[config.mk]
export PLATFORM = sky130hd
export DESIGN_NAME = bitmap_first_fit_page_allocator_top
export DESIGN_NICKNAME = d
export VERILOG_FILES = /design/src/rtl/bffpa_pkg.sv /design/src/rtl/bffpa_ram.sv /design/src/rtl/bitmap_first_fit_page_allocator_top.sv
export SDC_FILE = /design/constraint.sdc
export NUM_CORES = 2
export LEC_CHECK = 0
export CORE_MARGIN = 4
export CORE_UTILIZATION = 55
export DETAILED_ROUTE_END_ITERATION = 8
export DONT_BUFFER_PORTS = 1
export PLACE_DENSITY = 0.7
export REMOVE_ABC_BUFFERS = 1
export SYNTH_ARGS = -nofsm -noshare
export SYNTH_HDL_FRONTEND = slang
export SYNTH_SLANG_ARGS = --single-unit
[constraint.sdc]
create_clock -name clock -period 12.5 [get_ports clock]
set_input_delay 2.5 -clock clock [delete_from_list [all_inputs] [get_ports clock]]
set_output_delay 2.5 -clock clock [all_outputs]
set_load 0.01 [all_outputs]
[src/rtl/bffpa_pkg.sv]
`default_nettype none
// ----------------------------------------------------------------------------
// bffpa_pkg
// Shared types and codes for the bitmap first-fit page allocator.
// ----------------------------------------------------------------------------
package bffpa_pkg;

   localparam int unsigned ADDR_W = 32;
   localparam int unsigned SIZE_W = 23;

   localparam logic [1:0] ST_OK        = 2'd0;
   localparam logic [1:0] ST_NO_SPACE  = 2'd1;
   localparam logic [1:0] ST_NOT_FOUND = 2'd2;
   localparam logic [1:0] ST_TBL_FULL  = 2'd3;

   localparam logic FUNC_ALLOC = 1'b0;
   localparam logic FUNC_FREE  = 1'b1;

   typedef struct packed {
      logic        func;
      logic [22:0] size_bytes;
      logic [31:0] free_address;
   } req_type;

   typedef struct packed {
      logic [31:0] granted_address;
      logic [1:0]  status;
      logic [22:0] used_bytes;
   } rsp_type;

   typedef enum logic [3:0] {
      S_IDLE,
      S_CHECK,
      S_SCAN_RD,
      S_SCAN,
      S_MARK_RD,
      S_MARK,
      S_FIND_RD,
      S_FIND,
      S_SHIFT_RD,
      S_SHIFT,
      S_DONE
   } state_type;

endpackage : bffpa_pkg
`default_nettype wire

[src/rtl/bffpa_ram.sv]
`default_nettype none
// ----------------------------------------------------------------------------
// bffpa_ram
// Generic single-port-write, single-port-read RAM with a registered read.
// ----------------------------------------------------------------------------
module bffpa_ram #(
   parameter int unsigned WIDTH = 8,
   parameter int unsigned DEPTH = 128
) (
   input  wire                      clock,
   input  wire                      wr_en,
   input  wire [$clog2(DEPTH)-1:0]  wr_addr,
   input  wire [WIDTH-1:0]          wr_data,
   input  wire [$clog2(DEPTH)-1:0]  rd_addr,
   output logic [WIDTH-1:0]         rd_data
);

   logic [WIDTH-1:0] mem [DEPTH];

   always_ff @(posedge clock) begin
      if (wr_en) begin
         mem[wr_addr] <= wr_data;
      end
      rd_data <= mem[rd_addr];
   end

endmodule : bffpa_ram
`default_nettype wire

[src/rtl/bitmap_first_fit_page_allocator_top.sv]
`default_nettype none
// ----------------------------------------------------------------------------
// bitmap_first_fit_page_allocator_top
// First-fit page allocator with a used-page bitmap and an ordered grant table.
// ----------------------------------------------------------------------------
// After reset a clearing pass zeroes every byte of the bitmap; busy is high
// during it. An allocate is dominated by the bitmap scan, which reads one byte
// (eight pages) at a time through the map RAM's read port, with a read state
// and a scan state per byte. A free searches the table entry by entry, clears
// the bitmap bits of the found grant and shifts the later table entries down.
// One item is worked at a time; the result is shown on rsp_valid for one cycle
// and the receiver cannot stall it.
// Reset is synchronous and active high; it clears control state and base_ff.
// ----------------------------------------------------------------------------
module bitmap_first_fit_page_allocator_top
   import bffpa_pkg::*;
#(
   parameter int unsigned MAP_BYTES     = 128,
   parameter int unsigned PAGE_BYTES    = 4096,
   parameter int unsigned TABLE_ENTRIES = 128
) (
   input  wire          clock,
   input  wire          reset,
   input  wire          start,
   output logic         busy,
   input  req_type      req_data,
   output logic         rsp_valid,
   output rsp_type      rsp_data,
   input  wire          csr_valid,
   output logic         csr_ready,
   input  wire  [31:0]  csr_data
);

   // Derived sizes. Page numbers carry one extra bit so they can hold the page count.
   localparam int unsigned PAGES   = MAP_BYTES * 8;
   localparam int unsigned MA_W    = (MAP_BYTES > 1) ? $clog2(MAP_BYTES) : 1;
   localparam int unsigned PG_W    = $clog2(PAGES) + 1;
   localparam int unsigned TA_W    = (TABLE_ENTRIES > 1) ? $clog2(TABLE_ENTRIES) : 1;
   localparam int unsigned TC_W    = $clog2(TABLE_ENTRIES + 1);
   localparam int unsigned PSH     = $clog2(PAGE_BYTES);
   localparam int unsigned ENT_W   = 2 * PG_W;
   localparam int unsigned UT_W    = PG_W + PSH + 1;

   state_type state_ff, state_in;

   logic [31:0]      base_ff;
   req_type          req_ff, req_in;
   logic [PG_W-1:0]  pages_ff, pages_in;       // requested page count
   logic [PG_W-1:0]  run_ff, run_in;           // current free run length
   logic [PG_W-1:0]  rstart_ff, rstart_in;     // start of the current run
   logic [PG_W-1:0]  pcur_ff, pcur_in;         // page pointer for scan and mark
   logic [PG_W-1:0]  mend_ff, mend_in;         // one past the last page to mark
   logic             mset_ff, mset_in;         // mark sets (alloc) or clears (free)
   logic [TC_W-1:0]  cnt_ff, cnt_in;
   logic [TC_W-1:0]  tidx_ff, tidx_in;
   logic [UT_W-1:0]  used_ff, used_in;
   logic [1:0]       stat_ff, stat_in;
   logic [31:0]      gaddr_ff, gaddr_in;
   logic             clr_ff, clr_in;           // clearing pass active
   logic [MA_W:0]    clr_idx_ff, clr_idx_in;
   logic             rsp_valid_ff, rsp_valid_in;

   // Bitmap RAM.
   logic             map_we;
   logic [MA_W-1:0]  map_wa, map_ra;
   logic [7:0]       map_wd, map_rd;
   // Grant table RAM: {start page, page count}.
   logic             tbl_we;
   logic [TA_W-1:0]  tbl_wa, tbl_ra;
   logic [ENT_W-1:0] tbl_wd, tbl_rd;

   bffpa_ram #(.WIDTH(8), .DEPTH(MAP_BYTES)) u_map (
      .clock(clock), .wr_en(map_we), .wr_addr(map_wa), .wr_data(map_wd),
      .rd_addr(map_ra), .rd_data(map_rd)
   );

   bffpa_ram #(.WIDTH(ENT_W), .DEPTH(TABLE_ENTRIES)) u_tbl (
      .clock(clock), .wr_en(tbl_we), .wr_addr(tbl_wa), .wr_data(tbl_wd),
      .rd_addr(tbl_ra), .rd_data(tbl_rd)
   );

   // Page count from byte size: round up to whole pages.
   logic [SIZE_W:0]  size_round;
   logic [PG_W-1:0]  pages_calc;
   logic             too_long;
   assign size_round = {1'b0, req_ff.size_bytes} + (SIZE_W+1)'(PAGE_BYTES - 1);
   always_comb begin
      logic [SIZE_W:0] q;
      q          = size_round >> PSH;
      too_long   = (q > (SIZE_W+1)'(PAGES));
      pages_calc = PG_W'(q);
   end

   // Scan of one map byte: run through eight pages, MSB is the lowest page.
   logic [PG_W-1:0] scan_run, scan_start;
   logic            scan_hit;
   logic [PG_W-1:0] scan_hit_start;
   always_comb begin
      logic [PG_W-1:0] r, s, p;
      r = run_ff;
      s = rstart_ff;
      scan_hit = 1'b0;
      scan_hit_start = '0;
      for (int b = 0; b < 8; b++) begin
         p = pcur_ff + PG_W'(b);
         if (r == '0) s = p;
         if (map_rd[7-b]) r = '0;
         else r = r + 1'b1;
         if (!scan_hit && r == pages_ff) begin
            scan_hit = 1'b1;
            scan_hit_start = s;
         end
      end
      scan_run   = r;
      scan_start = s;
   end

   // Mark mask for the byte that holds page pcur_ff (pointer aligned down to the byte).
   logic [7:0] mark_mask;
   always_comb begin
      logic [PG_W-1:0] p;
      mark_mask = '0;
      for (int b = 0; b < 8; b++) begin
         p = {pcur_ff[PG_W-1:3], 3'b000} + PG_W'(b);
         if (p >= rstart_ff && p < mend_ff) mark_mask[7-b] = 1'b1;
      end
   end

   logic [31:0] ent_addr;
   assign ent_addr = base_ff + (32'(tbl_rd[ENT_W-1:PG_W]) << PSH);

   logic [UT_W-1:0] ent_bytes;
   assign ent_bytes = UT_W'(tbl_rd[PG_W-1:0]) << PSH;

   // Next state.
   always_comb begin
      state_in = state_ff;
      unique case (state_ff)
         S_IDLE:     if (start && !busy) state_in = S_CHECK;
         S_CHECK: begin
            if (req_ff.func == FUNC_FREE) begin
               state_in = (cnt_ff == '0) ? S_DONE : S_FIND_RD;
            end else if (req_ff.size_bytes == '0) begin
               state_in = S_DONE;
            end else if (cnt_ff >= TC_W'(TABLE_ENTRIES)) begin
               state_in = S_DONE;
            end else if (too_long) begin
               state_in = S_DONE;
            end else begin
               state_in = S_SCAN_RD;
            end
         end
         S_SCAN_RD:  state_in = S_SCAN;
         S_SCAN: begin
            if (scan_hit) state_in = S_MARK_RD;
            else if (pcur_ff + PG_W'(8) >= PG_W'(PAGES)) state_in = S_DONE;
            else state_in = S_SCAN_RD;
         end
         S_MARK_RD:  state_in = S_MARK;
         S_MARK: begin
            if ({pcur_ff[PG_W-1:3], 3'b000} + PG_W'(8) >= mend_ff) begin
               state_in = mset_ff ? S_DONE : S_SHIFT_RD;
            end else begin
               state_in = S_MARK_RD;
            end
         end
         S_FIND_RD:  state_in = S_FIND;
         S_FIND: begin
            if (ent_addr == req_ff.free_address) state_in = S_MARK_RD;
            else if (tidx_ff + 1'b1 >= cnt_ff) state_in = S_DONE;
            else state_in = S_FIND_RD;
         end
         S_SHIFT_RD: state_in = (tidx_ff + 1'b1 >= cnt_ff) ? S_DONE : S_SHIFT;
         S_SHIFT:    state_in = S_SHIFT_RD;
         S_DONE:     state_in = S_IDLE;
         default:    state_in = S_IDLE;
      endcase
   end

   // Datapath and memory controls.
   always_comb begin
      req_in       = req_ff;
      pages_in     = pages_ff;
      run_in       = run_ff;
      rstart_in    = rstart_ff;
      pcur_in      = pcur_ff;
      mend_in      = mend_ff;
      mset_in      = mset_ff;
      cnt_in       = cnt_ff;
      tidx_in      = tidx_ff;
      used_in      = used_ff;
      stat_in      = stat_ff;
      gaddr_in     = gaddr_ff;
      clr_in       = clr_ff;
      clr_idx_in   = clr_idx_ff;
      rsp_valid_in = 1'b0;
      map_we = 1'b0;
      map_wa = pcur_ff[MA_W+2:3];
      map_wd = '0;
      map_ra = pcur_ff[MA_W+2:3];
      tbl_we = 1'b0;
      tbl_wa = tidx_ff[TA_W-1:0];
      tbl_wd = tbl_rd;
      tbl_ra = tidx_ff[TA_W-1:0];

      if (clr_ff) begin
         map_we     = 1'b1;
         map_wa     = clr_idx_ff[MA_W-1:0];
         map_wd     = '0;
         clr_idx_in = clr_idx_ff + 1'b1;
         if (clr_idx_ff == (MA_W+1)'(MAP_BYTES - 1)) clr_in = 1'b0;
      end

      unique case (state_ff)
         S_IDLE: begin
            if (start && !busy) begin
               req_in   = req_data;
               stat_in  = ST_OK;
               gaddr_in = '0;
               run_in   = '0;
               rstart_in = '0;
               pcur_in  = '0;
               tidx_in  = '0;
            end
         end
         S_CHECK: begin
            pages_in = pages_calc;
            if (req_ff.func == FUNC_FREE) begin
               if (cnt_ff == '0) stat_in = ST_NOT_FOUND;
            end else if (req_ff.size_bytes == '0) begin
               stat_in = ST_NO_SPACE;
            end else if (cnt_ff >= TC_W'(TABLE_ENTRIES)) begin
               stat_in = ST_TBL_FULL;
            end else if (too_long) begin
               stat_in = ST_NO_SPACE;
            end
         end
         S_SCAN: begin
            run_in    = scan_run;
            rstart_in = scan_start;
            pcur_in   = pcur_ff + PG_W'(8);
            if (scan_hit) begin
               rstart_in = scan_hit_start;
               pcur_in   = scan_hit_start;
               mend_in   = scan_hit_start + pages_ff;
               mset_in   = 1'b1;
            end else if (pcur_ff + PG_W'(8) >= PG_W'(PAGES)) begin
               stat_in = ST_NO_SPACE;
            end
         end
         S_MARK: begin
            map_we = 1'b1;
            map_wd = mset_ff ? (map_rd | mark_mask) : (map_rd & ~mark_mask);
            pcur_in = {pcur_ff[PG_W-1:3], 3'b000} + PG_W'(8);
            if ({pcur_ff[PG_W-1:3], 3'b000} + PG_W'(8) >= mend_ff && mset_ff) begin
               tbl_we   = 1'b1;
               tbl_wa   = cnt_ff[TA_W-1:0];
               tbl_wd   = {rstart_ff, pages_ff};
               cnt_in   = cnt_ff + 1'b1;
               used_in  = used_ff + (UT_W'(pages_ff) << PSH);
               gaddr_in = base_ff + (32'(rstart_ff) << PSH);
            end
         end
         S_FIND: begin
            if (ent_addr == req_ff.free_address) begin
               rstart_in = tbl_rd[ENT_W-1:PG_W];
               pcur_in   = tbl_rd[ENT_W-1:PG_W];
               mend_in   = tbl_rd[ENT_W-1:PG_W] + tbl_rd[PG_W-1:0];
               mset_in   = 1'b0;
               used_in   = (used_ff >= ent_bytes) ? used_ff - ent_bytes : '0;
            end else if (tidx_ff + 1'b1 >= cnt_ff) begin
               stat_in = ST_NOT_FOUND;
            end else begin
               tidx_in = tidx_ff + 1'b1;
            end
         end
         S_SHIFT_RD: begin
            // Read the entry above; it is written one place down next cycle.
            tbl_ra = TA_W'(tidx_ff + 1'b1);
            if (tidx_ff + 1'b1 >= cnt_ff) cnt_in = cnt_ff - 1'b1;
         end
         S_SHIFT: begin
            tbl_we  = 1'b1;
            tbl_wa  = tidx_ff[TA_W-1:0];
            tbl_wd  = tbl_rd;
            tidx_in = tidx_ff + 1'b1;
         end
         S_DONE:  rsp_valid_in = 1'b1;
         default: ;
      endcase
   end

   always_ff @(posedge clock) begin
      if (reset) begin
         state_ff     <= S_IDLE;
         base_ff      <= '0;
         cnt_ff       <= '0;
         used_ff      <= '0;
         clr_ff       <= 1'b1;
         clr_idx_ff   <= '0;
         rsp_valid_ff <= 1'b0;
      end else begin
         state_ff     <= state_in;
         cnt_ff       <= cnt_in;
         used_ff      <= used_in;
         clr_ff       <= clr_in;
         clr_idx_ff   <= clr_idx_in;
         rsp_valid_ff <= rsp_valid_in;
         if (csr_valid && csr_ready) base_ff <= csr_data;
      end
   end

   always_ff @(posedge clock) begin
      req_ff    <= req_in;
      pages_ff  <= pages_in;
      run_ff    <= run_in;
      rstart_ff <= rstart_in;
      pcur_ff   <= pcur_in;
      mend_ff   <= mend_in;
      mset_ff   <= mset_in;
      tidx_ff   <= tidx_in;
      stat_ff   <= stat_in;
      gaddr_ff  <= gaddr_in;
   end

   // Outputs.
   always_comb begin
      busy      = (state_ff != S_IDLE) || clr_ff;
      csr_ready = 1'b1;
      rsp_valid = rsp_valid_ff;
      rsp_data.granted_address = gaddr_ff;
      rsp_data.status          = stat_ff;
      rsp_data.used_bytes      = used_ff[SIZE_W-1:0];
   end

endmodule : bitmap_first_fit_page_allocator_top
`default_nettype wire
==> results.py <==
metrics = {
    "outcome": {
        "outcome": "finished clean",
    },
    "layout": {
        "area_growth_pct": 11.47,
        "drive_gt1_frac": 0.2540,
        "fin_nets": 9042,
        "fillers": 21050,
    },
    "synthesis": {
        "synth_edf_count": 3994,
        "ys_seq_area_frac": 0.7210,
        "synthCells": 8597,
        "netlist_area_um2": 169000,
        "yosysMostFrequentCell": "edfxtp_1",
        "ys.flop_type": "edfxtp_1",
        "synth_area_leaders": "edfxtp_1 (71%), mux4_2 (16%), nor2_1 (1.3%), dfxtp_1 (1.1%), xnor2_1 (1.0%)",
        "synth_seq_cells": 4090,
        "synth.distinct_cells": 102,
        "yosys_warnings": 0,
        "synth_top_area_cell": "edfxtp_1",
        "async_flop_share": 0,
        "syn_area_per_cell_um2": 19.66,
        "synth.top_cells.by_count": "edfxtp_1 (3,994), mux4_2 (1,212), nor2_1 (573)",
        "netlist.area_leader.share": 0.7096,
    },
    "worst_setup_path": {
        "r2r-end": "mend_ff[10]$_DFFE_PP_",
        "r2r_cells": 34,
        "critPathKind": "reg2reg",
        "startpoint_type": "flip-flop",
        "cp-end-kind": "flip-flop",
        "r2r_slack_ns": 1.64,
        "crit_required_ns": 13.18,
        "timing.rr.start": "run_ff[0]$_SDFFCE_PN0P_",
        "cp.arrival_ns": 11.55,
        "cpMaxStageDelayCell": "edfxtp_1",
        "cp_slowest_stage_delay_ns": 0.77,
        "path_max_fanout": 19,
    },
    "floorplanning": {
        "core_um2": 305800,
        "rows": 203,
        "dieArea_um2": 316200,
        "num_io_pins": 152,
        "die_y_um": 562.4,
        "start_util": 0.5527,
        "die_x_um": 562.4,
    },
    "grt": {
        "overflow": 0,
        "grt_pass1_wl_um": 631200,
        "grt_max_degree": 161,
        "grt_pass1_vias": 86930,
        "grt_busiest_layer": "met2",
        "antenna_found_initial": 32,
        "grtUsageMet3": 0.05680,
        "met2_usage": 0.4211,
        "grtUsageMet1": 0.4099,
        "grt_util_all_layers": 0.2755,
    },
    "worst_hold_path": {
        "whs_path_depth": 2,
        "hold_path_end": "clr_idx_ff[7]$_SDFFE_PP0P_",
        "holdCritStartpoint": "clr_idx_ff[7]$_SDFFE_PP0P_",
        "hp-class": "reg2reg",
    },
    "routing": {
        "drc_errors": 0,
        "drt-initial-drc-count": 11950,
        "ant_nets": 0,
        "wl_per_cell_um": 32.95,
        "vias_per_cell": 6.631,
        "num_vias": 87900,
        "drtPass1Iterations": 6,
        "wl_um": 436800,
    },
    "clocking": {
        "cts.htree.levels": 5,
        "clk_pin_slew_ns": 0.06,
        "clock_latency_ns": 0.96,
        "cts_setup_buffers": 0,
        "cts_made_buffers": 407,
        "cts_sinks": 4090,
        "cts_tree": "built",
        "cts_hold_buf": 0,
        "ctsResizeCount": 0,
        "ctsRootBufferMaster": "clkbuf_16",
        "clk_path_buf_depth": 4,
    },
    "sta": {
        "rsz0062_at_grt": "false",
        "tns_ns": 0,
        "maxSlewViolCount": 0,
        "worst-slew-pin-transition_ns": 1.264,
        "timing.fmax_mhz": 92.04,
        "setup_viol": 0,
        "slew_headroom": 0.1542,
        "hold_viol_final": 0,
        "finalCritPeriodShare": 0.8692,
        "fin_skew_ns": 0.06879,
        "period_minus_slack_ns": 10.86,
        "timing.hold.ws_ns": 0.4909,
    },
    "power_and_ir_drop": {
        "worst_ir_drop_vdd_uv": 129.3,
        "leakage_nw": 61.04,
        "power_density_nw_per_um2": 143.7,
        "finalPower_mw": 27.08,
    },
    "place": {
        "gp_congestion": 0.8819,
        "io_buffers": 0,
        "dp_hpwl_um": 258600,
    },
    "run": {
        "maxCapViolCount": 0,
    },
}
-- critical path, delay by kind of cell (launching register included) --
family | cells | cell delay, ns
AOI/OAI and AO/OA | 12 | 3.65
muxes | 3 | 0.70
adders and majority gates | 3 | 1.09
and+or+nand+nor | 11 | 3.49
xor gates and xnor gates | 3 | 0.65
DFF | 1 | 0.77
buffers and inverters | 2 | 0.25
-- layout make-up --
class	instances	area (um^2)	area share
flip-flops and latches	4090	121900	0.6468
multi-input cells	3896	45450	0.2412
clock buffers	499	10660	0.05660
well taps	4100	5130	0.02723
clock inverters	246	2534	0.01345
repair buffers	278	2225	0.01181
inverters	140	525.5	0.002789
diodes	7	17.52	0.00009298
-- cell usage in the layout, fill, tap and decap left out, types with 130 or more instances in the layout --
cell	instances
o21ai_0	135
nor2_1	437
ha_1	130
clkbuf_16	410
buf_4	267
nand2_1	267
mux4_2	1212
mux2i_1	148
xnor2_1	191
a21oi_1	171
edfxtp_1	3994
-- report_power, final --
group          switching [mW]  internal [mW]
sequential             0.0152           14.8
combinational           0.121         0.0618
clock                    5.17           6.88
-- sequential cells by signal, indices dropped and copies added (netlist names), 2 cells and up --
signal         count
cnt_ff             8
stat_ff            2
tidx_ff            8
u_tbl.mem       2816
u_map.rd_data      8
clr_idx_ff         8
used_ff           12
gaddr_ff          32
u_tbl.rd_data     22
pages_ff          11
run_ff            11
base_ff           32
pcur_ff           11
state_ff           4
u_map.mem       1024
mend_ff           11
rstart_ff         11
req_ff            56
-- how the worst max path moves through the flow --
| stage | startpoint | to | slack (ns) | cells past startpoint |
|---|---|---|---|---|
| 3_5_place_dp | run_ff[0]$_SDFFCE_PN0P_ | mend_ff[10]$_DFFE_PP_ | 1.89 | 34 |
| 2_1_floorplan | state_ff[1]$_SDFFE_PP0P_ | u_tbl.rd_data[0]$_DFF_P_ | -56.93 | 8 |
| 6_report | run_ff[0]$_SDFFCE_PN0P_ | mend_ff[10]$_DFFE_PP_ | 1.64 | 34 |
| 5_1_grt | run_ff[0]$_SDFFCE_PN0P_ | mend_ff[10]$_DFFE_PP_ | 0.70 | 40 |
| 3_3_place_gp | run_ff[0]$_SDFFCE_PN0P_ | mend_ff[10]$_DFFE_PP_ | 1.95 | 33 |
| 4_1_cts | run_ff[0]$_SDFFCE_PN0P_ | mend_ff[10]$_DFFE_PP_ | 1.81 | 34 |
-- routing by layer --
metal,wire length [um],vias up
li1,-,35850
met5,69,-
met1,175900,46600
met3,43250,725
met2,204800,4712
met4,12800,10
-- stage by stage --
stage | cells | area, um^2 | setup slack [ns] | utilization
global placement | 12500 | 175200 | 1.953 | 0.5729
CTS | 13250 | 188400 | 1.808 | 0.6160
finish | 13260 | 188400 | 1.635 | 0.6161
floorplan | 8126 | 167100 | -56.93 | -
global route | 13250 | 188400 | 0.7044 | 0.6160
detailed placement | 12500 | 175200 | 1.891 | 0.5729
-- cell families after synthesis --
kind of cell,share of synthesized area
and+or+nand+nor,0.03605
xor gates and xnor gates,0.01458
DFF,0.7210
muxes,0.1742
other,0.00004443
adders and majority gates,0.01045
buffers and inverters,0.01448
AOI/OAI and AO/OA,0.02923
(Power assumes the default switching activity.)
